--- src/ifs_pkg.sv ---
// ----------------------------------------------------------------------------
// ifs_pkg: shared types and constants of the image flip frame store
// Register indexes, flip mode codes and the control structs passed between
// the register file, the address generator and the top level.
// ----------------------------------------------------------------------------
package ifs_pkg;

    localparam int PADDR_BITS = 4;
    localparam int PDATA_BITS = 32;
    localparam int DIM_BITS   = 9;
    localparam int CHAN_BITS  = 3;
    localparam int MODE_BITS  = 2;
    localparam int IO_BITS    = 32;

    // Register indexes (byte address is 4 times the index).
    localparam logic [1:0] REG_FLIP_MODE     = 2'd0;
    localparam logic [1:0] REG_FRAME_WIDTH   = 2'd1;
    localparam logic [1:0] REG_FRAME_HEIGHT  = 2'd2;
    localparam logic [1:0] REG_CHANNEL_COUNT = 2'd3;

    // Flip mode codes; any other code mirrors both axes.
    localparam logic [MODE_BITS-1:0] FLIP_VERTICAL   = 2'd0;
    localparam logic [MODE_BITS-1:0] FLIP_HORIZONTAL = 2'd1;
    localparam logic [MODE_BITS-1:0] FLIP_BOTH       = 2'd2;

    typedef struct packed {
        logic [MODE_BITS-1:0] flip_mode;
        logic [DIM_BITS-1:0]  frame_width;
        logic [DIM_BITS-1:0]  frame_height;
        logic [CHAN_BITS-1:0] channel_count;
        logic                 restart;
    } cfg_t;

    typedef struct packed {
        logic primed;
        logic frame_end;
    } step_flags_t;

endpackage

--- src/ifs_addr_gen.sv ---
// ----------------------------------------------------------------------------
// ifs_addr_gen: raster position and store addresses
// Keeps row, column and channel counters, the write bank and the primed flag,
// and forms the write address and the mirrored read address of each request.
// ----------------------------------------------------------------------------
module ifs_addr_gen #(
    parameter int RB           = 8,
    parameter int CB           = 8,
    parameter int HB           = 2,
    parameter int AW           = 19
) (
    input  logic                  clk,
    input  logic                  rst_n,
    input  ifs_pkg::cfg_t         cfg,
    input  logic                  step,
    output logic [AW-1:0]         wr_addr,
    output logic [AW-1:0]         rd_addr,
    output ifs_pkg::step_flags_t  flags
);
    import ifs_pkg::*;

    localparam int MB0 = (RB > CB) ? RB : CB;
    localparam int MB1 = (MB0 > HB) ? MB0 : HB;
    localparam int MB2 = (MB1 > DIM_BITS) ? MB1 : DIM_BITS;
    localparam int DW  = MB2 + 1;

    logic [RB-1:0] row_reg, row_next;
    logic [CB-1:0] col_reg, col_next;
    logic [HB-1:0] ch_reg, ch_next;
    logic          bank_reg, bank_next;
    logic          primed_reg, primed_next;

    logic          vflip, hflip;
    logic          last_ch, last_col, last_row;
    logic [RB-1:0] row_rd;
    logic [CB-1:0] col_rd;

    assign vflip = (cfg.flip_mode != FLIP_HORIZONTAL);
    assign hflip = (cfg.flip_mode != FLIP_VERTICAL);

    assign last_ch  = (DW'(ch_reg) + DW'(1)) >= DW'(cfg.channel_count);
    assign last_col = (DW'(col_reg) + DW'(1)) >= DW'(cfg.frame_width);
    assign last_row = (DW'(row_reg) + DW'(1)) >= DW'(cfg.frame_height);

    // Mirroring wraps modulo 2**RB and 2**CB, which is exact for any legal position.
    assign row_rd = vflip ? RB'(RB'(cfg.frame_height) - RB'(1) - row_reg) : row_reg;
    assign col_rd = hflip ? CB'(CB'(cfg.frame_width) - CB'(1) - col_reg) : col_reg;

    assign wr_addr = {bank_reg, row_reg, col_reg, ch_reg};
    assign rd_addr = {~bank_reg, row_rd, col_rd, ch_reg};

    assign flags.primed    = primed_reg;
    assign flags.frame_end = last_ch && last_col && last_row;

    always_comb
    begin
        row_next    = row_reg;
        col_next    = col_reg;
        ch_next     = ch_reg;
        bank_next   = bank_reg;
        primed_next = primed_reg;
        if (cfg.restart)
        begin
            row_next    = '0;
            col_next    = '0;
            ch_next     = '0;
            primed_next = 1'b0;
        end
        else if (step)
        begin
            if (!last_ch)
            begin
                ch_next = HB'(ch_reg + HB'(1));
            end
            else
            begin
                ch_next = '0;
                if (!last_col)
                begin
                    col_next = CB'(col_reg + CB'(1));
                end
                else
                begin
                    col_next = '0;
                    if (!last_row)
                    begin
                        row_next = RB'(row_reg + RB'(1));
                    end
                    else
                    begin
                        row_next    = '0;
                        bank_next   = ~bank_reg;
                        primed_next = 1'b1;
                    end
                end
            end
        end
    end

    always_ff @(posedge clk or negedge rst_n)
    begin
        if (!rst_n)
        begin
            row_reg    <= '0;
            col_reg    <= '0;
            ch_reg     <= '0;
            bank_reg   <= 1'b0;
            primed_reg <= 1'b0;
        end
        else
        begin
            row_reg    <= row_next;
            col_reg    <= col_next;
            ch_reg     <= ch_next;
            bank_reg   <= bank_next;
            primed_reg <= primed_next;
        end
    end

endmodule

--- config.mk ---
export PLATFORM = sky130hd
export DESIGN_NAME = ifs_addr_gen
export DESIGN_NICKNAME = d
export VERILOG_FILES = /design/src/ifs_pkg.sv /design/src/ifs_addr_gen.sv
export SDC_FILE = /design/constraint.sdc
export NUM_CORES = 1
export LEC_CHECK = 0
export BUFFER_PORTS_ARGS = -buffer_cell sky130_fd_sc_hd__buf_2
export CAP_MARGIN = 20
export CORE_MARGIN = 5
export CORE_UTILIZATION = 48
export CTS_CLUSTER_SIZE = 16
export DETAILED_ROUTE_END_ITERATION = 10
export PLACE_DENSITY = 0.8
export SLEW_MARGIN = 20
export SYNTH_ARGS = -nofsm -noshare
export SYNTH_HDL_FRONTEND = slang
export SYNTH_SLANG_ARGS = --single-unit
--- constraint.sdc ---
create_clock -name clk -period 2.8 [get_ports clk]
set_input_delay 0 -clock clk [delete_from_list [all_inputs] [get_ports clk]]
set_output_delay 0 -clock clk [all_outputs]
set_load 0.02 [all_outputs]
Yosys cells after proc, flatten, opt, wreduce, memory -nomap -nowiden:

Cells that the tools add are included.

* memory bits (writable): 0
* bits in latches: 0
* word-level logic and storage cells: 51
* input port bits: 27
* register bits: 20
* memories kept: 0
* output and inout bits: 40
* memory bits (read-only): 0

* multipliers: 0
* mux-type cells: 19
* equal/unequal tests: 1
* order comparisons: 3
* bitwise operators: 2
* add/subtract/negate cells: 10
* reductions and logical operators: 11
* shifts and indexed selects: 0
* divide/modulo/power cells: 0

Operator list (number)
* 2-to-1 mux 8 bit: 11
* adder 8 x 1 -> 9 bit, second input constant: 2
* greater-or-equal comparator 9 bit: 2
* adder 8 x 1 -> 8 bit, second input constant: 2
* subtractor 8 x 1 -> 8 bit, second input constant: 2
* subtractor 8 bit: 2
* nonzero test 2 bit: 5
* 2-to-1 mux 2 bit: 3
* 2-to-1 mux 1 bit: 5
* AND reduction 5 bit: 1
* AND reduction 4 bit: 1
* adder 2 x 1 -> 3 bit, second input constant: 1
* greater-or-equal comparator 3 bit: 1
* AND reduction 3 bit: 1
* adder 2 x 1 -> 2 bit, second input constant: 1
* logical AND 1 bit: 2
* inequality test 2 x 1 -> 1 bit, second input constant: 1
* NOT 1 bit: 2
* AND reduction 2 bit: 1

Depth between registers and ports, before layout:

* depth after elaboration: 7
* gate-level depth with buffers: 13

Worst setup path before layout:

No wires, ideal clock.

* path kind: register -> register
* from: reg row_reg[1]
* to: reg row_reg[4]
* clock period less this slack: 2.977 ns
* arrival time: 2.891 ns
* setup slack: -0.177 ns
* cell stages (with the launch flop): 14
* required time: 2.713 ns
* path buffers: 0
* cell sequence: dfrtp_1 -> inv_1 -> nor3_1 -> nand3_1 -> nor3_1 -> xnor2_1 -> inv_1 -> ha_1 -> and4_1 -> a221oi_1 -> o21ai_1 -> a21oi_4 -> nand3b_2 -> o211ai_1

* word-level cells in the longest chain between the ends: 7

RTL lines
* from (decl): RTL line ifs_addr_gen.sv:27 `logic [RB-1:0] row_reg, row_next;`
* from (signal assigned): RTL line ifs_addr_gen.sv:112 `row_reg <= row_next;`
* adder 8 x 1 -> 9 bit: RTL line ifs_addr_gen.sv:43 `assign last_row = (DW'(row_reg) + DW'(1)) >= DW'(cfg.frame_height);`
* greater-or-equal comparator 9 bit: RTL line ifs_addr_gen.sv:43
* 2-to-1 mux 8 bit (*): RTL line ifs_addr_gen.sv:85 `if (!last_row)`
* 2-to-1 mux 8 bit (*): RTL line ifs_addr_gen.sv:78 `if (!last_col)`
* 2-to-1 mux 8 bit (*): RTL line ifs_addr_gen.sv:71 `if (!last_ch)`
* 2-to-1 mux 8 bit (*): RTL line ifs_addr_gen.sv:69 `else if (step)`
* 2-to-1 mux 8 bit (*): RTL line ifs_addr_gen.sv:62 `if (cfg.restart)`

Every way passes the cells marked *; elsewhere a longest branch is shown, timed or not. The select of a mux whose other input is x is not followed.
A chain may end at the register's enable or synchronous reset.

==> impl_summary.md <==
Power and ir drop
In this run the power density over the cells is 263 nW/um^2. VDD sags by at most 0.226 mV. For this design the static power due to leakage is 1.82 nW.

Timing
At the pin with the least slew margin, the transition time is 0.717 ns. Headroom to the max-slew limit came out at 52.0%. The total count of max-transition violations in the final report came to 0. The final critical-path setup slack is -0.0561 ns. The worst clock skew is 0.00785 ns. Timing would allow up to 0.350 GHz. Setup repair after global routing could not meet its margin everywhere.

Counting I/O delays and the setup requirement, the final critical path takes 2.86 ns. After layout, the worst path uses 102% of the clock period. The number of hold violations in the final report is 0. The setup-violating endpoint count in the final report is 6.

Finish
The number of diodes added for antenna fixing is 0. After the last flow step, the layout net total stands at 472. The signed area change from the synthesized netlist to the final layout is 46.2%.

The total non-filler cell area in the finished layout is 3510 um^2. The fraction of layout instances using a drive strength above 1 is 43.3%.

Hold path
Along the worst hold path, the cell count comes to 3. The worst hold path class is input port to flip-flop.

Synth
The synthesized netlist devotes 21.5% of its cell area to adder and majority cells. Of the total synthesized cell area, the portion taken by AND, OR, NAND and NOR gates is 15.2%. The fraction of synthesized cell area taken by the top area cell type is 20.9%. The share of cell area taken by muxes after synthesis is 2.30%. After synthesis, the most frequently instantiated cells are 40 x inv_1, 38 x ha_1, 27 x nand2_1. The dominant combinational cell family by area after synthesis is compound AO/OA/AOI/OAI gates. Summed over all instances, the cell type with the most area after synthesis is dfrtp_1. Sequential cells were found to cover 20.9% of the synthesized design area.

Averaged over all synthesized cells, the footprint is 8.21 um^2. Of the total synthesized cell area, the portion taken by XOR and XNOR cells is 8.04%. The synthesized design contains 20 register bits.

In this run, synthesis inferred 0 flip-flops with an integrated enable. The synthesized netlist devotes 23.6% of its cell area to compound gates. The synthesized net count is 359. Counting flops with an async set or reset pin after synthesis yields a share of 100%. Synthesis handed over a netlist of 292 instances.

By area the synthesized netlist is led by dfrtp_1 21%, ha_1 20%, inv_1 6.3%, xnor2_1 4.4%, nand2_1 4.2%. The most used flip-flop cell after synthesis is dfrtp_1. For this run, the number of Yosys warnings is 0. The post-synthesis cell area is 2400 um^2. The most numerous cell in the Yosys netlist is inv_1.

The count of unique library cells instantiated by Yosys is 52.

Drt
In this run the remaining antenna-violating nets after routing total 0. Summed over all nets, wire length on met2 after detailed routing comes to 3760 um. Dividing the detail-routed wire length by the instance count gives 15.2 um. In this run the top signal layer used is met4. After detailed routing, the number of vias per cell comes to 5.50. The detailed-route via count is 2591. After detailed routing, the met3 layer carries 300 um of wire. After detailed routing, the number of remaining DRC violations is 0.

The routed length on met1 is 3010 um. The total wirelength of the detailed-routed design is 7150 um. The iteration-0 DRC count of the detailed router is 96. The number of iterations in the first detailed-routing pass is 4.

Run status
The run finished, with violations left. The final reports fail on setup timing.

Global route
The first global-routing pass estimated 11100 um of wire. The leftover overflow at the end of global routing is 0. The via count of the first global-routing pass is 2530. The overall track demand over capacity in global routing is 21.2%. The initial antenna violation count is 0. The pin count of the biggest net entering global routing is 21.

Critical path
The slowest cell on the critical path is dfrtp_2. The largest fanout on the critical path is 4. The number of cell instances on the worst register-to-register path is 12. Walking the worst path, the cells encountered are ha_2 -> nand3_4 -> nor3_4 -> xnor2_1 -> ha_1 -> a21o_1 -> a221oi_4 -> o21ai_4 -> a21oi_4 -> buf_6 -> nor3_4 -> buf_6. The critical path is of the flip-flop to primary output type.

The critical path capture point type is a primary output. The buffers plus inverters on the worst setup path is 2. The number of cells on the critical path is 12. In this design, the stage delay of the slowest critical-path cell is 0.38 ns. Data on the critical path is required at its endpoint by 2.80 ns.

The launching element type of the critical path is a flip-flop. Data arrives at the worst endpoint at 2.86 ns. The gate family responsible for the most delay along the worst path is compound AO/OA/AOI/OAI gates.

Floorplan
The top-level port count is 67. The floorplan core area is 4790 um^2. After floorplanning, the core was divided into 25 placement rows. The floorplan step set the die width to 80.7 um. The area enclosed by the die boundary is 6510 um^2. The die is 80.7 um tall. The starting utilization of the core area is 50.1%.

CTS
The clock reaches the later pin of the worst-skew pair after 0.27 ns. TritonCTS built the clock tree. The clock drives 20 sinks. The number of clock buffers added by TritonCTS is 3.

Counting along the longest clock path gives a buffer depth of 2. The number of levels in the clock H-tree is 1. The root buffer cell chosen for the clock tree is clkbuf_8. The clock transition at the registers of the reported paths is 0.09 ns.

Place
Timing analysis after detailed placement gives a worst setup slack of -0.144 ns. Routability-driven placement finished with a final weighted congestion of 0.811. After detailed placement, the total cell area comes to 3010 um^2. Input and output buffers added on the ports amount to 66. The estimated wirelength of the detail-placed design is 4960 um.

Flow run
The max capacitance violation total is 0.
[path summary, 6_finish.rpt]
kind	end	slack [ns]	start
worst min register to register	primed_reg$_DFFE_PN0P_	0.54	primed_reg$_DFFE_PN0P_
worst min-delay path	ch_reg[1]$_DFFE_PN0P_	0.06	step
min in group asynchronous	ch_reg[0]$_DFFE_PN0P_	0.22	rst_n
worst max-delay path	flags[0]	-0.06	col_reg[0]$_DFFE_PN0P_
max in group asynchronous	col_reg[2]$_DFFE_PN0P_	2.23	rst_n
worst max register to register	row_reg[6]$_DFFE_PN0P_	-0.04	col_reg[0]$_DFFE_PN0P_
[area by class of cell]
type	instances	area (um^2)
clock buffer	3	41.3
clock inverter	1	30.0
fill	336	1280
inverter	42	160
multi-input combinational	222	1940
sequential	20	510
tap	67	83.8
timing repair buffer	116	737
[worst min-delay path, delay by kind of cell]
kind | cells | cell delay, ns
AND/OR/NAND/NOR | 1 | 0.08
AO/OA/AOI/OAI | 1 | 0.06
buffers and inverters | 1 | 0.13
[placed cells by master, fill, tap and decap left out, types with 3 or more instances in the layout]
cell type  synthesis  routed
a22o_1             4       4
buf_4              4      43
xor2_1            10      10
nand2_1           27      26
dfrtp_1           20      12
clkbuf_8           0       3
a211oi_1           4       4
ha_1              38      33
o21bai_1           4       4
a21o_1             7       7
xnor2_1           12      12
nor3_1            13       5
buf_2              0      65
mux2_2             3       3
inv_2              2       4
o21ai_0            8       8
a21oi_2            2       3
o21ai_1           11       9
buf_6              0       7
nand3_1            8       3
dfrtp_2            0       8
nor2_1            13      12
nor3_4             0       6
nand3_2            0       3
inv_1             40      37
o21ai_2            2       3
a21oi_1           14      12
a31oi_1            3       3
ha_4               0       4
[logic make-up (layout without fill, tap and decap cells)]
kind of cell / Yosys count / after routing
compound gates: 78 / 78
simple gates: 77 / 77
buf+inv: 50 / 162
fa+ha+maj: 40 / 40
xor+xnor: 22 / 22
flops: 20 / 20
mux: 5 / 5
[power by group]
| group | switching [mW] | total [mW] | internal (mW) |
|---|---|---|---|
| clock network | 0.108 | 0.299 | 0.191 |
| logic | 0.194 | 0.326 | 0.132 |
| registers | 0.00503 | 0.298 | 0.293 |
| total | 0.306 | 0.923 | 0.616 |
[per-layer routing]
layer  up-vias  track usage [%]
met3        11             2.13
met1      1242             26.4
met4         0             3.38
met5         -                0
met2        77             39.8
li1       1261                -
[metrics by stage]
step,utilization [%],TNS (ns),instances,power (mW),hold WS [ns]
final,73.3,-0.204,471,0.923,0.0570
after global routing,73.3,-1.77,471,0.973,0.0794
after CTS,68.5,0,464,0.905,0.0617
after detailed placement,62.8,-1.64,447,0.603,-0.0169
after global placement,62.8,0,447,0.593,-0.0238
after floorplan,-,0,292,0.504,-0.296
[what timing repair did]
item	in CTS	in global routing
pin swaps	13	23
endpoints found under the hold margin	20	0
hold buffers	1	0
resized for setup	21	32
setup buffers	12	7
setup endpoints to repair	19	22
Power figures use the tool's default switching activity.
