--- src/ifs_pkg.sv ---
// ----------------------------------------------------------------------------
// ifs_pkg: shared types and constants of the image flip frame store
// Register indexes, flip mode codes and the control structs passed between
// the register file, the address generator and the top level.
// ----------------------------------------------------------------------------
package ifs_pkg;

    localparam int PADDR_BITS = 4;
    localparam int PDATA_BITS = 32;
    localparam int DIM_BITS   = 9;
    localparam int CHAN_BITS  = 3;
    localparam int MODE_BITS  = 2;
    localparam int IO_BITS    = 32;

    // Register indexes (byte address is 4 times the index).
    localparam logic [1:0] REG_FLIP_MODE     = 2'd0;
    localparam logic [1:0] REG_FRAME_WIDTH   = 2'd1;
    localparam logic [1:0] REG_FRAME_HEIGHT  = 2'd2;
    localparam logic [1:0] REG_CHANNEL_COUNT = 2'd3;

    // Flip mode codes; any other code mirrors both axes.
    localparam logic [MODE_BITS-1:0] FLIP_VERTICAL   = 2'd0;
    localparam logic [MODE_BITS-1:0] FLIP_HORIZONTAL = 2'd1;
    localparam logic [MODE_BITS-1:0] FLIP_BOTH       = 2'd2;

    typedef struct packed {
        logic [MODE_BITS-1:0] flip_mode;
        logic [DIM_BITS-1:0]  frame_width;
        logic [DIM_BITS-1:0]  frame_height;
        logic [CHAN_BITS-1:0] channel_count;
        logic                 restart;
    } cfg_t;

    typedef struct packed {
        logic primed;
        logic frame_end;
    } step_flags_t;

endpackage

--- src/ifs_regs.sv ---
// ----------------------------------------------------------------------------
// ifs_regs: configuration register file
// APB-style write and read of flip mode and frame geometry, with saturation
// of the geometry into its legal range and a restart pulse on geometry writes.
// ----------------------------------------------------------------------------
module ifs_regs #(
    parameter int MAX_WIDTH    = 256,
    parameter int MAX_HEIGHT   = 256,
    parameter int MAX_CHANNELS = 4
) (
    input  logic                              clk,
    input  logic                              rst_n,
    input  logic                              psel,
    input  logic                              penable,
    input  logic                              pwrite,
    input  logic [ifs_pkg::PADDR_BITS-1:0]    paddr,
    input  logic [ifs_pkg::PDATA_BITS-1:0]    pwdata,
    output logic [ifs_pkg::PDATA_BITS-1:0]    prdata,
    output logic                              pready,
    output ifs_pkg::cfg_t                     cfg
);
    import ifs_pkg::*;

    localparam int RST_WIDTH  = (MAX_WIDTH < 256) ? MAX_WIDTH : 256;
    localparam int RST_HEIGHT = (MAX_HEIGHT < 256) ? MAX_HEIGHT : 256;

    function automatic logic [DIM_BITS-1:0] clamp_dim(input logic [DIM_BITS-1:0] v,
                                                       input int hi);
        logic [DIM_BITS-1:0] r;
        begin
            r = v;
            if (v == '0)
            begin
                r = DIM_BITS'(1);
            end
            else if (int'(v) > hi)
            begin
                r = DIM_BITS'(hi);
            end
            return r;
        end
    endfunction

    logic [MODE_BITS-1:0] flip_mode_reg;
    logic [DIM_BITS-1:0]  width_reg;
    logic [DIM_BITS-1:0]  height_reg;
    logic [CHAN_BITS-1:0] channels_reg;
    logic                 wr_en;
    logic [1:0]           reg_index;

    assign pready    = 1'b1;
    assign reg_index = paddr[3:2];
    assign wr_en     = psel && penable && pwrite;

    always_ff @(posedge clk or negedge rst_n)
    begin
        if (!rst_n)
        begin
            flip_mode_reg <= FLIP_VERTICAL;
            width_reg     <= DIM_BITS'(RST_WIDTH);
            height_reg    <= DIM_BITS'(RST_HEIGHT);
            channels_reg  <= CHAN_BITS'(1);
        end
        else if (wr_en)
        begin
            case (reg_index)
                REG_FLIP_MODE:
                begin
                    flip_mode_reg <= pwdata[MODE_BITS-1:0];
                end
                REG_FRAME_WIDTH:
                begin
                    width_reg <= clamp_dim(pwdata[DIM_BITS-1:0], MAX_WIDTH);
                end
                REG_FRAME_HEIGHT:
                begin
                    height_reg <= clamp_dim(pwdata[DIM_BITS-1:0], MAX_HEIGHT);
                end
                REG_CHANNEL_COUNT:
                begin
                    channels_reg <= CHAN_BITS'(clamp_dim(
                        {{(DIM_BITS-CHAN_BITS){1'b0}}, pwdata[CHAN_BITS-1:0]},
                        MAX_CHANNELS));
                end
                default:
                begin
                end
            endcase
        end
    end

    always_comb
    begin
        case (reg_index)
            REG_FLIP_MODE:     prdata = PDATA_BITS'(flip_mode_reg);
            REG_FRAME_WIDTH:   prdata = PDATA_BITS'(width_reg);
            REG_FRAME_HEIGHT:  prdata = PDATA_BITS'(height_reg);
            REG_CHANNEL_COUNT: prdata = PDATA_BITS'(channels_reg);
            default:           prdata = '0;
        endcase
    end

    // Any geometry write restarts the frame in the address generator.
    assign cfg.flip_mode     = flip_mode_reg;
    assign cfg.frame_width   = width_reg;
    assign cfg.frame_height  = height_reg;
    assign cfg.channel_count = channels_reg;
    assign cfg.restart       = wr_en && (reg_index != REG_FLIP_MODE);

endmodule

--- config.mk ---
export PLATFORM = sky130hd
export DESIGN_NAME = ifs_regs
export DESIGN_NICKNAME = d
export VERILOG_FILES = /design/src/ifs_pkg.sv /design/src/ifs_regs.sv
export SDC_FILE = /design/constraint.sdc
export NUM_CORES = 1
export LEC_CHECK = 0
export BUFFER_PORTS_ARGS = -buffer_cell sky130_fd_sc_hd__buf_4
export CAP_MARGIN = 15
export CORE_MARGIN = 4
export CORE_UTILIZATION = 45
export CTS_BUF_LIST = sky130_fd_sc_hd__clkbuf_4
export CTS_CLUSTER_DIAMETER = 100
export CTS_CLUSTER_SIZE = 10
export DETAILED_ROUTE_END_ITERATION = 10
export PLACE_DENSITY = 0.88
export SYNTH_ARGS = -nofsm -noshare
export SYNTH_HDL_FRONTEND = slang
export SYNTH_SLANG_ARGS = --single-unit
--- constraint.sdc ---
create_clock -name clk -period 2.2 [get_ports clk]
set_clock_uncertainty 0.2 [all_clocks]
set_input_delay 0.22 -clock clk [delete_from_list [all_inputs] [get_ports clk]]
set_output_delay 0.22 -clock clk [all_outputs]
set_load 0.01 [all_outputs]
# Word-level counts from Yosys, hierarchy flattened
# Cells that the tools add are included.
[word_totals]
reg_bits = 23
inputBits = 41
output_inout_bits = 57
wordCells = 25
[op_classes]
order_cmp = 2
eq_ne = 3
mux = 5
n_reduce_logical = 11
[ops]
columns = ["op", "count"]
rows = [
  ["32-bit case mux with 4 select lines", 1],
  ["9-bit two-way mux", 2],
  ["9-bit > comparator (second input constant)", 1],
  ["9-bit zero test", 1],
  ["2-bit AND reduction", 4],
  ["3-bit two-way mux", 2],
  ["2-bit equality test (second input constant)", 2],
  ["3-bit > comparator (second input constant)", 1],
  ["1-bit logical AND", 3],
  ["3-bit zero test", 1],
  ["2-bit by 1-bit equality test with 1-bit output (second input constant)", 1],
  ["2-bit zero test", 1],
  ["2-bit nonzero test", 1],
]

# Logic depth before layout (Yosys ltp)
# Gate-level depths: netlist of run 1.
[logic_depth]
depth_word = 3
depth_mapped = 4
depth_no_buf = 3

# Least setup slack after synthesis of run 1
# OpenSTA, ideal clock, no wires.
[synth_path]
path_kind = "input -> register"
from = "in paddr[3] in the netlist's numbering"
to = "reg height_reg[1]"
setup_ps = 125
arrival_time_ps = 1144
required_time_ps = 1875
slack_ps = 732
path_stages = 3
n_path_buf = 1
path_cell_list = "buf_2 -> nor3b_4 -> mux2_2"
[synth_via]
elab_chain_cells = 2
[synth_lines]
columns = ["item", "line_no", "source"]
rows = [
  ["from (decl)", "ifs_regs.sv:16", "input logic [ifs_pkg::PADDR_BITS-1:0] paddr,"],
  ["2-bit equality test", "ifs_regs.sv:66", "case (reg_index)"],
  ["2-bit AND reduction (no line)", "n/a", ""],
  ["to (signal assigned)", "ifs_regs.sv:61", "height_reg <= DIM_BITS'(RST_HEIGHT);"],
  ["to (signal assigned)", "ifs_regs.sv:77", "height_reg <= clamp_dim(pwdata[DIM_BITS-1:0], MAX_HEIGHT);"],
  ["to (decl)", "ifs_regs.sv:46", "logic [DIM_BITS-1:0] height_reg;"],
]
# No other way between the ends.
# A chain may end at the register's enable or synchronous reset.

# Worst setup path after layout of run 1
[layout_path]
from = "in pwdata[1] in the netlist's numbering"
to = "reg channels_reg[1]"
[layout_via]
elab_chain_cells = 3
elab_cells_between_ends = 4
classes_between = "order compare (1); mux (2); reduce/logical (1)"
[layout_lines]
columns = ["item", "line_no", "source"]
rows = [
  ["from (decl)", "ifs_regs.sv:17", "input logic [ifs_pkg::PDATA_BITS-1:0] pwdata,"],
  ["3-bit > comparator", "ifs_regs.sv:36", "else if (int'(v) > hi)"],
  ["3-bit two-way mux", "ifs_regs.sv:36", ""],
  ["3-bit two-way mux *", "ifs_regs.sv:32", "if (v == '0)"],
  ["to (signal assigned)", "ifs_regs.sv:81", "channels_reg <= CHAN_BITS'(clamp_dim("],
  ["to (decl)", "ifs_regs.sv:47", "logic [CHAN_BITS-1:0] channels_reg;"],
]
# Every way passes the cells marked *; elsewhere a longest branch is shown, timed or not.

==> results of run 1 <==
[layout make-up]
class / instances / area, µm²
fill: 228 / 1110
multi-input combinational: 79 / 623
sequential: 23 / 579
timing repair buffer: 53 / 410
tap: 31 / 38.8
clock buffer: 3 / 22.5
inverter: 3 / 11.3
clock inverter: 1 / 5.00
[cell usage after synthesis, types with 2 or more instances]
cell type | n | share of area
nor2_1 | 4 | 0.011
dfrtp_1 | 20 | 0.37
mux2_2 | 21 | 0.18
buf_4 | 25 | 0.14
clkbuf_1 | 2 | 0.0056
nor2b_1 | 8 | 0.037
mux4_2 | 2 | 0.034
conb_1 | 2 | 0.0056
inv_1 | 3 | 0.0084
buf_2 | 2 | 0.0075
dfstp_2 | 3 | 0.059
a2bb2oi_1 | 2 | 0.013
a22o_1 | 7 | 0.046
nor4_1 | 2 | 0.0094
nor3b_4 | 2 | 0.028
[routing by layer]
layer	share of wire	global-route usage	vias up	wire length (µm)
met1	0.42	0.185	470	1230
met4	0.013	0.0689	0	38
met2	0.45	0.242	61	1330
li1	-	-	441	-
met5	0	0	-	0
met3	0.11	0.0504	7	332
[power groups by stage]
stage | Sequential, mW | Clock [mW] | Combinational [mW]
after floorplan | 0.613 | 0 | 0.200
after detailed placement | 0.586 | 0 | 0.425
final | 0.579 | 0.195 | 0.433
after global placement | 0.579 | 0 | 0.420
after CTS | 0.580 | 0.199 | 0.436
after global routing | 0.593 | 0.219 | 0.466
[worst register-to-register path: cells and delay by family (launching register included)]
kind            cells  cell delay, ns
buf+inv             1            0.56
flops               1            0.42
compound gates      2            0.20
[kinds of logic (layout without fill, tap and decap cells)]
kind of cell	Yosys count	after routing
DFF	23	23
AOI/OAI and AO/OA	13	13
other	2	24
buffers and inverters	32	60
muxes	23	23
and+or+nand+nor	19	19
[final timing paths]
check | end | slack (ns) | cells after the start
worst max register to register | channels_reg[1] | 0.72 | 3
worst min register to register | flip_mode_reg[1] | 0.35 | 1
worst min-delay path | width_reg[8] | 0.04 | 2
worst max-delay path | channels_reg[1] | 0.40 | 5
max in group asynchronous | channels_reg[0] | 1.39 | 2
min in group asynchronous | width_reg[7] | 0.13 | 2
[timing repair]
item                      CTS  global route
gates resized for setup     0             0
hold buffers                5             0
hold endpoints to repair   27             0
==> metrics.md, run 1 <==
| Metric | Value |
|---|---|
| Worst-skew pair later-pin latency | `0.31 ns` |
| Max Root-Sink Buffers | `2` |
| Ys async rst share | `1.00` |
| Chip width | `62.5 µm` |
| Fmax | `0.556 GHz` |
| HPWL Detailed | `2.23 mm` |
| H-Tree Level Count | `1` |
| TritonCTS clock tree | `done` |
| Post-synthesis xor/xnor area fraction | `0` |
| Final Core Density | `0.603` |
| Clk pin slew, worst setup/hold paths | `0.13 ns` |
| Number of port buffers | `48` |
| Buf/Inv on CP | `4` |
| Vias in the first global route | `1046` |
| Synth Area in Compound Gates | `0.0796` |
| Switching Fraction | `0.314` |
| Num rows | `19` |
| PwrDens | `715 nW/µm²` |
| VDD IR-drop max | `0.494 mV` |
| Hold Crit Class | `in -> reg` |
| #FFs+latches synth | `23` |
| Post-synthesis sequential area ratio | `0.434` |
| Worst-path cell chain | `dlygate4sd3_1 -> buf_4 -> inv_1 -> o41ai_1 -> dlygate4sd3_1` |
| Nets | `204` |
| Post-synth EDFFs | `0` |
| CP max FO | `4` |
| Setup CP Type | `in -> reg` |
| Power Total | `1.21 mW` |
| Final setup vio count | `0` |
| Worst rel slew slack | `0.592` |
| Critical path data required time | `2.26 ns` |
| CP Launch Type | `input pin` |
| Unrepaired setup endpoints after global routing | `no` |
| Fin Setup TNS | `0 ns` |
| CP peak stage delay | `0.59 ns` |
| Global-route wire length before repair | `4.82 mm` |
| DRT Pass-1 Iters | `4` |
| Cell mode on critical path | `dlygate4sd3_1` |
| Congestion Overflow GR | `0` |
| Post-placement cell area | `1610 µm²` |
| Slew of the pin with the lowest slew margin | `0.611 ns` |
| Fin. Hold Viols | `0` |
| Boundary Pins | `98` |
| Most common cell after layout, fill and taps aside | `buf_4` |
| Initial Util | `0.476` |
| Largest net degree at the start of global routing | `24` |
| Initial antenna violation count | `0` |
| Global Route Usage Sum | `0.152` |
| Synthesized cell area | `1340 µm²` |
| DR vias/cell | `5.07` |
| Diodes inserted | `0` |
| Antenna Nets Post-Route | `0` |
| Lkg Pwr | `0.857 nW` |
| Internal Power | `0.828 mW` |
| Routed WL per cell | `15.2 µm` |
| Syn Area/Cell | `11.9 µm²` |
| Routed WL | `2.93 mm` |
| CP Capture Type | `flip-flop` |
| Core area | `2810 µm²` |
| Outcome | `finished, final reports clean` |
| Worst path slowest cell | `dlygate4sd3_1` |
| Proportion of layout cells with a drive suffix above 1 | `0.506` |
| Logic pwr share | `0.359` |
| Psw | `0.380 mW` |
| # DRC | `0` |
| Commonest non-fill, non-tap cells in the layout | `48 x buf_4, 24 x conb_1, 21 x mux2_2` |
| Via count | `979` |
| Synth Area in Simple Gates | `0.109` |
| Pre-CTS setup slack | `0.503 ns` |
| FF-to-FF Start | `channels_reg[1]` |
| CTS Root Cell | `clkbuf_4` |
| Total number of yosys warnings | `0` |
| Area growth from synthesis to layout | `26.5%` |
| RD Place Congestion | `0.806` |
| Synthesized instance count | `112` |
| Die Area | `3910 µm²` |
| Final min period | `1.80 ns` |
| Design area | `1690 µm²` |
| Top_reg_cell synth | `dfrtp_1` |
| Critical Path Source | `pwdata[1]` |
| Multiplexer share of the synthesized area | `0.211` |
| Final Max Tran Viols | `0` |
| Adder-cell area share of the yosys netlist | `0` |
| Initial DRC Count | `14` |
| Delay-heaviest family, CP | `buffers and inverters` |
| WHS | `0.0444 ns` |
| Num CTS Buffers | `3` |
| Clock Sinks | `23` |
| Chip height | `62.5 µm` |
| Finished Layout Cells | `193` |
| Clk pwr share | `0.162` |
| Setup Buffers After CTS | `0` |
| Maxcap violations | `0` |
| Largest family of logic cells by synthesized area | `multiplexers` |
| Placed cells | `184` |
| Yosys cell types | `22` |
| Arrival time at the worst endpoint | `1.85 ns` |
| Final WS setup | `0.402 ns` |
| Min-delay src | `pwdata[8]` |
| Period utilization | `0.817` |
| Sequential group share of total power | `0.480` |
Power figures use the tool's default switching activity.
==> run 2: changes to the inputs <==
--- a/config.mk
+++ b/config.mk
@@ -8,12 +8,12 @@
 export BUFFER_PORTS_ARGS = -buffer_cell sky130_fd_sc_hd__buf_4
 export CAP_MARGIN = 15
 export CORE_MARGIN = 4
-export CORE_UTILIZATION = 45
+export CORE_UTILIZATION = 38
 export CTS_BUF_LIST = sky130_fd_sc_hd__clkbuf_4
 export CTS_CLUSTER_DIAMETER = 100
 export CTS_CLUSTER_SIZE = 10
 export DETAILED_ROUTE_END_ITERATION = 10
-export PLACE_DENSITY = 0.88
+export PLACE_DENSITY = 0.79
 export SYNTH_ARGS = -nofsm -noshare
 export SYNTH_HDL_FRONTEND = slang
 export SYNTH_SLANG_ARGS = --single-unit
==> constraint.sdc (replaced) <==
create_clock -name clk -period 1.5 [get_ports clk]
set_clock_uncertainty 0.2 [all_clocks]
set_input_delay 0.15 -clock clk [delete_from_list [all_inputs] [get_ports clk]]
set_output_delay 0.15 -clock clk [all_outputs]
set_load 0.01 [all_outputs]
==> run 2 against run 1 <==
The flow now finishes with violations (negative setup slack); power is 55% higher; clock-buffer cell count stayed put; global-route usage increased by 0.24 points; wire length up 11%; flip-flop and latch count is the same; worst hold slack hardly changed; largest power group unchanged; highest routed layer unchanged.
==> metrics.md, run 2 (same netlist as run 1, synthesis figures left out) <==
| Metric | Value |
|---|---|
| Finished Layout Cells | `224 (+16%)` |
| Fin. Hold Viols | `0 (unchanged)` |
| Chip width | `67.3 µm (+7.7%)` |
| Period utilization | `1.12` |
| Max Root-Sink Buffers | `2 (unchanged)` |
| Logic pwr share | `0.400 (+0.041)` |
| CP Capture Type | `output pin` |
| CTS Root Cell | `clkbuf_4` |
| DR vias/cell | `4.64 (-8.6%)` |
| PwrDens | `994 nW/µm² (+39%)` |
| Num rows | `21 (+2)` |
| Antenna Nets Post-Route | `0 (unchanged)` |
| Worst-path cell chain | `mux4_2 -> buf_6` |
| Area growth from synthesis to layout | `41.3%` |
| Clk pwr share | `0.153 (-0.009)` |
| Proportion of layout cells with a drive suffix above 1 | `0.551 (+0.0444)` |
| Routed WL per cell | `14.5 µm (-4.4%)` |
| CP Launch Type | `flip-flop` |
| Critical Path Source | `height_reg[0]` |
| Post-placement cell area | `1690 µm² (+4.6%)` |
| Critical path data required time | `1.15 ns (-1.11 ns)` |
| VDD IR-drop max | `0.484 mV (-1.9%)` |
| Diodes inserted | `0 (unchanged)` |
| Global-route wire length before repair | `5.25 mm (+8.9%)` |
| Switching Fraction | `0.311 (-0.00359)` |
| Die Area | `4530 µm² (+16%)` |
| Worst path slowest cell | `mux4_2` |
| Fmax | `0.594 GHz` |
| Worst-skew pair later-pin latency | `0.31 ns (about the same)` |
| Violated checks | `negative setup slack` |
| Routed WL | `3.26 mm (+11%)` |
| Final setup vio count | `3 (+3)` |
| H-Tree Level Count | `1 (unchanged)` |
| Placed cells | `203 (+10%)` |
| Path depth of the worst reg2reg path | `2 (-1)` |
| Via count | `1039 (+6.1%)` |
| CP max FO | `2 (-2)` |
| CP peak stage delay | `0.48 ns (-0.11 ns)` |
| TritonCTS clock tree | `done` |
| Final WS setup | `-0.183 ns (-0.585 ns)` |
| DRT Pass-1 Iters | `4 (unchanged)` |
| Sequential group share of total power | `0.447 (-0.033)` |
| Commonest non-fill, non-tap cells in the layout | `56 x buf_4, 24 x conb_1, 21 x mux2_2` |
| Final min period | `1.68 ns` |
| Boundary Pins | `98 (unchanged)` |
| Design area | `1890 µm² (+12%)` |
| Maxcap violations | `0 (unchanged)` |
| Clk pin slew, worst setup/hold paths | `0.13 ns (about the same)` |
| Setup CP Type | `reg -> out` |
| Congestion Overflow GR | `0 (unchanged)` |
| Lkg Pwr | `0.941 nW (+9.8%)` |
| Psw | `0.583 mW (+54%)` |
| Core area | `3360 µm² (+20%)` |
| Final Max Tran Viols | `0 (unchanged)` |
| Number of port buffers | `48 (unchanged)` |
| Initial Util | `0.397 (-0.0790)` |
| Min-delay src | `pwdata[6]` |
| Chip height | `67.3 µm (+7.7%)` |
| Global Route Usage Sum | `0.154 (+0.00243)` |
| Unrepaired setup endpoints after global routing | `yes` |
| WHS | `0.0445 ns (+0.000183 ns)` |
| Hold Crit Class | `in -> reg` |
| Internal Power | `1.29 mW (+56%)` |
| Most common cell after layout, fill and taps aside | `buf_4` |
| Worst hold stages | `3 (+1)` |
| FILL cells | `294 (+29%)` |
| Nets | `220 (+7.8%)` |
| Outcome | `finished, violations left` |
| HPWL Detailed | `2.34 mm (+4.7%)` |
| Largest net degree at the start of global routing | `24 (unchanged)` |
| # DRC | `0 (unchanged)` |
| Initial antenna violation count | `0 (unchanged)` |
| Vias in the first global route | `1064 (+1.7%)` |
| Initial DRC Count | `19 (+5)` |
| FF-to-FF Start | `flip_mode_reg[1]` |
| Clock Sinks | `23 (unchanged)` |
| RD Place Congestion | `0.767 (-4.8%)` |
| Arrival time at the worst endpoint | `1.33 ns (-0.52 ns)` |
| Num CTS Buffers | `3 (unchanged)` |
-- run 2: cell types whose count changed in the layout (fill, tap and decap cells not counted) --
cell / delta
buf_12: +2
buf_4: +8
buf_6: +3
dlygate4sd3_1: +3
nor2_1: -1
nor2_2: +1
nor4_1: -2
nor4_2: +2
-- run 2: repair_timing --
| action | CTS | global route |
|---|---|---|
| setup buffers | 9 | 0 |
| hold buffers | 8 | 0 |
| setup endpoints to repair | 3 | 7 |
| gates resized for setup | 3 | 3 |
| cloned | 0 | 0 |
| hold endpoints to repair | 30 | 0 |
-- run 2: stage by stage --
step	worst slack (ns)	setup TNS [ns]	power, mW	util
2_1_floorplan	0.102	0	1.19	-
3_3_place_gp	0.0574	0	1.48	0.501
3_5_place_dp	0.0299	0	1.50	0.501
4_1_cts	-0.200	-0.535	1.90	0.557
5_1_grt	-0.243	-0.695	2.00	0.561
6_report	-0.183	-0.491	1.88	0.561
-- run 2: final cells by class --
class / count / area (µm²) / share of cell area
sequential: 23 / 579 / 0.307
clock inverter: 1 / 5.00 / 0.00265
inverter: 3 / 11.3 / 0.00596
clock buffer: 3 / 22.5 / 0.0119
multi-input combinational: 79 / 638 / 0.338
tap: 46 / 57.6 / 0.0305
timing repair buffer: 69 / 574 / 0.304
-- run 2: critical path: cells and delay by family, from the launching register on --
kind / cells / cell delay, ns
flops: 1 / 0.41
buf+inv: 1 / 0.14
mux: 1 / 0.48
-- run 2: final timing paths --
check / to / slack [ns]
worst min register to register: height_reg[3] / 0.36
min in group asynchronous: height_reg[7] / 0.05
worst max-delay path: prdata[0] / -0.18
max in group asynchronous: height_reg[8] / 0.76
worst max register to register: flip_mode_reg[1] / 0.40
worst min-delay path: width_reg[6] / 0.04
-- run 2: layer usage --
layer	track usage	routed length [µm]
met5	0	0
met4	0.0532	38
met3	0.0316	359
met2	0.261	1590
met1	0.195	1270
-- run 2: power groups by stage --
| stage | registers, mW | logic, mW | clock network, mW |
|---|---|---|---|
| after floorplan | 0.899 | 0.294 | 0 |
| after global placement | 0.852 | 0.627 | 0 |
| after detailed placement | 0.860 | 0.638 | 0 |
| after CTS | 0.837 | 0.755 | 0.305 |
| after global routing | 0.857 | 0.816 | 0.329 |
| final | 0.838 | 0.751 | 0.288 |
==> run 3: changes to the inputs <==
--- a/config.mk
+++ b/config.mk
@@ -7,13 +7,15 @@
 export LEC_CHECK = 0
 export BUFFER_PORTS_ARGS = -buffer_cell sky130_fd_sc_hd__buf_4
 export CAP_MARGIN = 15
+export CELL_PAD_IN_SITES_DETAIL_PLACEMENT = 0
+export CELL_PAD_IN_SITES_GLOBAL_PLACEMENT = 1
 export CORE_MARGIN = 4
-export CORE_UTILIZATION = 38
+export CORE_UTILIZATION = 27
 export CTS_BUF_LIST = sky130_fd_sc_hd__clkbuf_4
 export CTS_CLUSTER_DIAMETER = 100
 export CTS_CLUSTER_SIZE = 10
 export DETAILED_ROUTE_END_ITERATION = 10
-export PLACE_DENSITY = 0.79
+export PLACE_DENSITY_LB_ADDON = 0.1
 export SYNTH_ARGS = -nofsm -noshare
 export SYNTH_HDL_FRONTEND = slang
 export SYNTH_SLANG_ARGS = --single-unit
==> run 3 against run 2 <==
The run still ends with negative setup slack left; core utilization shrank 15 points; maximum frequency grew 0.31%; register-to-register slack lost 0.12 ns; wire length grew 4.4%; worst hold slack gained 0.0082 ns; final area grew 3.7%; via count grew 1.9%; global-route usage shrank 3.8 points; worst setup slack gained 0.0051 ns; critical endpoint is now prdata[1]; highest routed layer unchanged.
==> metrics.md, run 3 (same netlist as run 1, synthesis figures left out) <==
| Metric | Value |
|---|---|
| WHS | `0.0528 ns (+0.00822 ns)` |
| Unrepaired setup endpoints after global routing | `yes` |
| Max Root-Sink Buffers | `2 (unchanged)` |
| Largest net degree at the start of global routing | `24 (unchanged)` |
| Congestion Overflow GR | `0 (unchanged)` |
| Post-placement cell area | `1710 µm² (+1.4%)` |
| Num CTS Buffers | `3 (unchanged)` |
| CP Launch Type | `flip-flop` |
| Final WS setup | `-0.178 ns (+0.00514 ns)` |
| Commonest non-fill, non-tap cells in the layout | `62 x buf_4, 24 x conb_1, 21 x mux2_2` |
| Chip width | `78.4 µm (+16%)` |
| Lkg Pwr | `0.993 nW (+5.5%)` |
| Vias in the first global route | `1073 (+0.85%)` |
| # DRC | `0 (unchanged)` |
| Core area | `4750 µm² (+41%)` |
| Arrival time at the worst endpoint | `1.33 ns (about the same)` |
| FILL cells | `494 (+68%)` |
| CTS Root Cell | `clkbuf_4` |
| Nets | `228 (+3.6%)` |
| Fmax | `0.596 GHz (+0.31%)` |
| Final Max Tran Viols | `0 (unchanged)` |
| Maxcap violations | `0 (unchanged)` |
| Fin Setup TNS | `-0.490 ns (+0.00102 ns)` |
| Violated checks | `negative setup slack` |
| CP Capture Type | `output pin` |
| Critical path data required time | `1.15 ns (about the same)` |
| DRT Pass-1 Iters | `4 (unchanged)` |
| H-Tree Level Count | `1 (unchanged)` |
| Routed WL | `3.40 mm (+4.4%)` |
| DR vias/cell | `4.19 (-9.8%)` |
| VDD IR-drop max | `0.364 mV (-25%)` |
| Area growth from synthesis to layout | `46.5%` |
| Hold Crit Class | `in -> async` |
| Clk pin slew, worst setup/hold paths | `0.13 ns (about the same)` |
| Via count | `1059 (+1.9%)` |
| HPWL Detailed | `2.56 mm (+9.3%)` |
| Fin. Hold Viols | `0 (unchanged)` |
| Clock Sinks | `23 (unchanged)` |
| Design area | `1960 µm² (+3.7%)` |
| Period utilization | `1.12 (-0.00343)` |
| Die Area | `6140 µm² (+36%)` |
| CP max FO | `2 (unchanged)` |
| Outcome | `finished, violations left` |
| Initial antenna violation count | `0 (unchanged)` |
| Final setup vio count | `3 (unchanged)` |
| Num rows | `25 (+19%)` |
| Boundary Pins | `98 (unchanged)` |
| Final min period | `1.68 ns (-0.00514 ns)` |
| Initial Util | `0.281 (-0.116)` |
| Worst-skew pair later-pin latency | `0.31 ns (about the same)` |
| Global-route wire length before repair | `5.55 mm (+5.7%)` |
| Routed WL per cell | `13.4 µm (-7.5%)` |
| Chip height | `78.4 µm (+16%)` |
| RD Place Congestion | `0.691 (-10%)` |
| Setup CP Type | `reg -> out` |
| Number of port buffers | `48 (unchanged)` |
| Initial DRC Count | `39 (+20)` |
| Global Route Usage Sum | `0.116 (-0.0384)` |
| Most common cell after layout, fill and taps aside | `buf_4` |
| Diodes inserted | `0 (unchanged)` |
| Antenna Nets Post-Route | `0 (unchanged)` |
| Proportion of layout cells with a drive suffix above 1 | `0.565 (+0.0140)` |
| TritonCTS clock tree | `done` |
| PwrDens | `992 nW/µm² (-0.19%)` |
[run 3: cell types whose count changed in the layout (fill, tap and decap cells not counted), moves of 2 or more]
cell           previous run  this run
buf_12                    2         0
nor4_2                    2         0
nor4_1                    0         2
dlygate4sd3_1             8         6
buf_6                     3         8
buf_4                    56        62
[run 3: cell type report]
class / instances / area [µm²] / area share
multi-input combinational: 79 / 626 / 0.319
inverter: 3 / 11.3 / 0.00575
sequential: 23 / 579 / 0.296
tap: 67 / 83.8 / 0.0428
timing repair buffer: 77 / 628 / 0.321
clock buffer: 4 / 30.0 / 0.0153
[run 3: report_power, final]
part           total (mW)  switching (mW)  internal, mW
clock               0.305           0.183         0.122
sequential          0.830          0.0775         0.752
combinational       0.808           0.321         0.486
[run 3: worst max-delay path: stages (launching register included)]
cell and delay [ns]:
dfrtp_1 0.41, mux4_2 0.48, buf_6 0.14
[run 3: what timing repair did]
action	CTS	global route
hold buffers	7	0
resized for setup	3	7
pin swaps	0	2
cloned	0	0
buffers inserted	9	6
hold endpoints to repair	29	0
setup endpoints to repair	3	8
[run 3: through the flow]
step,total power [mW],instances,utilization,worst slack (ns)
floorplan,1.19,134,-,0.102
global placement,1.49,227,0.360,0.0596
detailed placement,1.50,227,0.360,0.0568
CTS,1.91,247,0.397,-0.190
global route,2.08,253,0.412,-0.240
finish,1.94,253,0.412,-0.178
[run 3: metal layers]
metal	GRT usage	vias to the layer above	part of all wire
met5	0	-	0
met4	0.0420	0	0.0062
met3	0.0172	2	0.076
met2	0.202	47	0.52
met1	0.145	517	0.39
li1	-	493	-
[run 3: final timing paths]
| kind | from | slack [ns] | to | cells past startpoint |
|---|---|---|---|---|
| max in group asynchronous | rst_n | 0.75 | height_reg[8] | 2 |
| setup reg to reg | flip_mode_reg[1] | 0.28 | flip_mode_reg[1] | 3 |
| min in group clk | pwdata[5] | 0.06 | width_reg[5] | 3 |
| setup / recovery | channels_reg[1] | -0.18 | prdata[1] | 2 |
| hold / removal | rst_n | 0.05 | width_reg[1] | 2 |
| hold reg to reg | width_reg[7] | 0.36 | width_reg[7] | 1 |
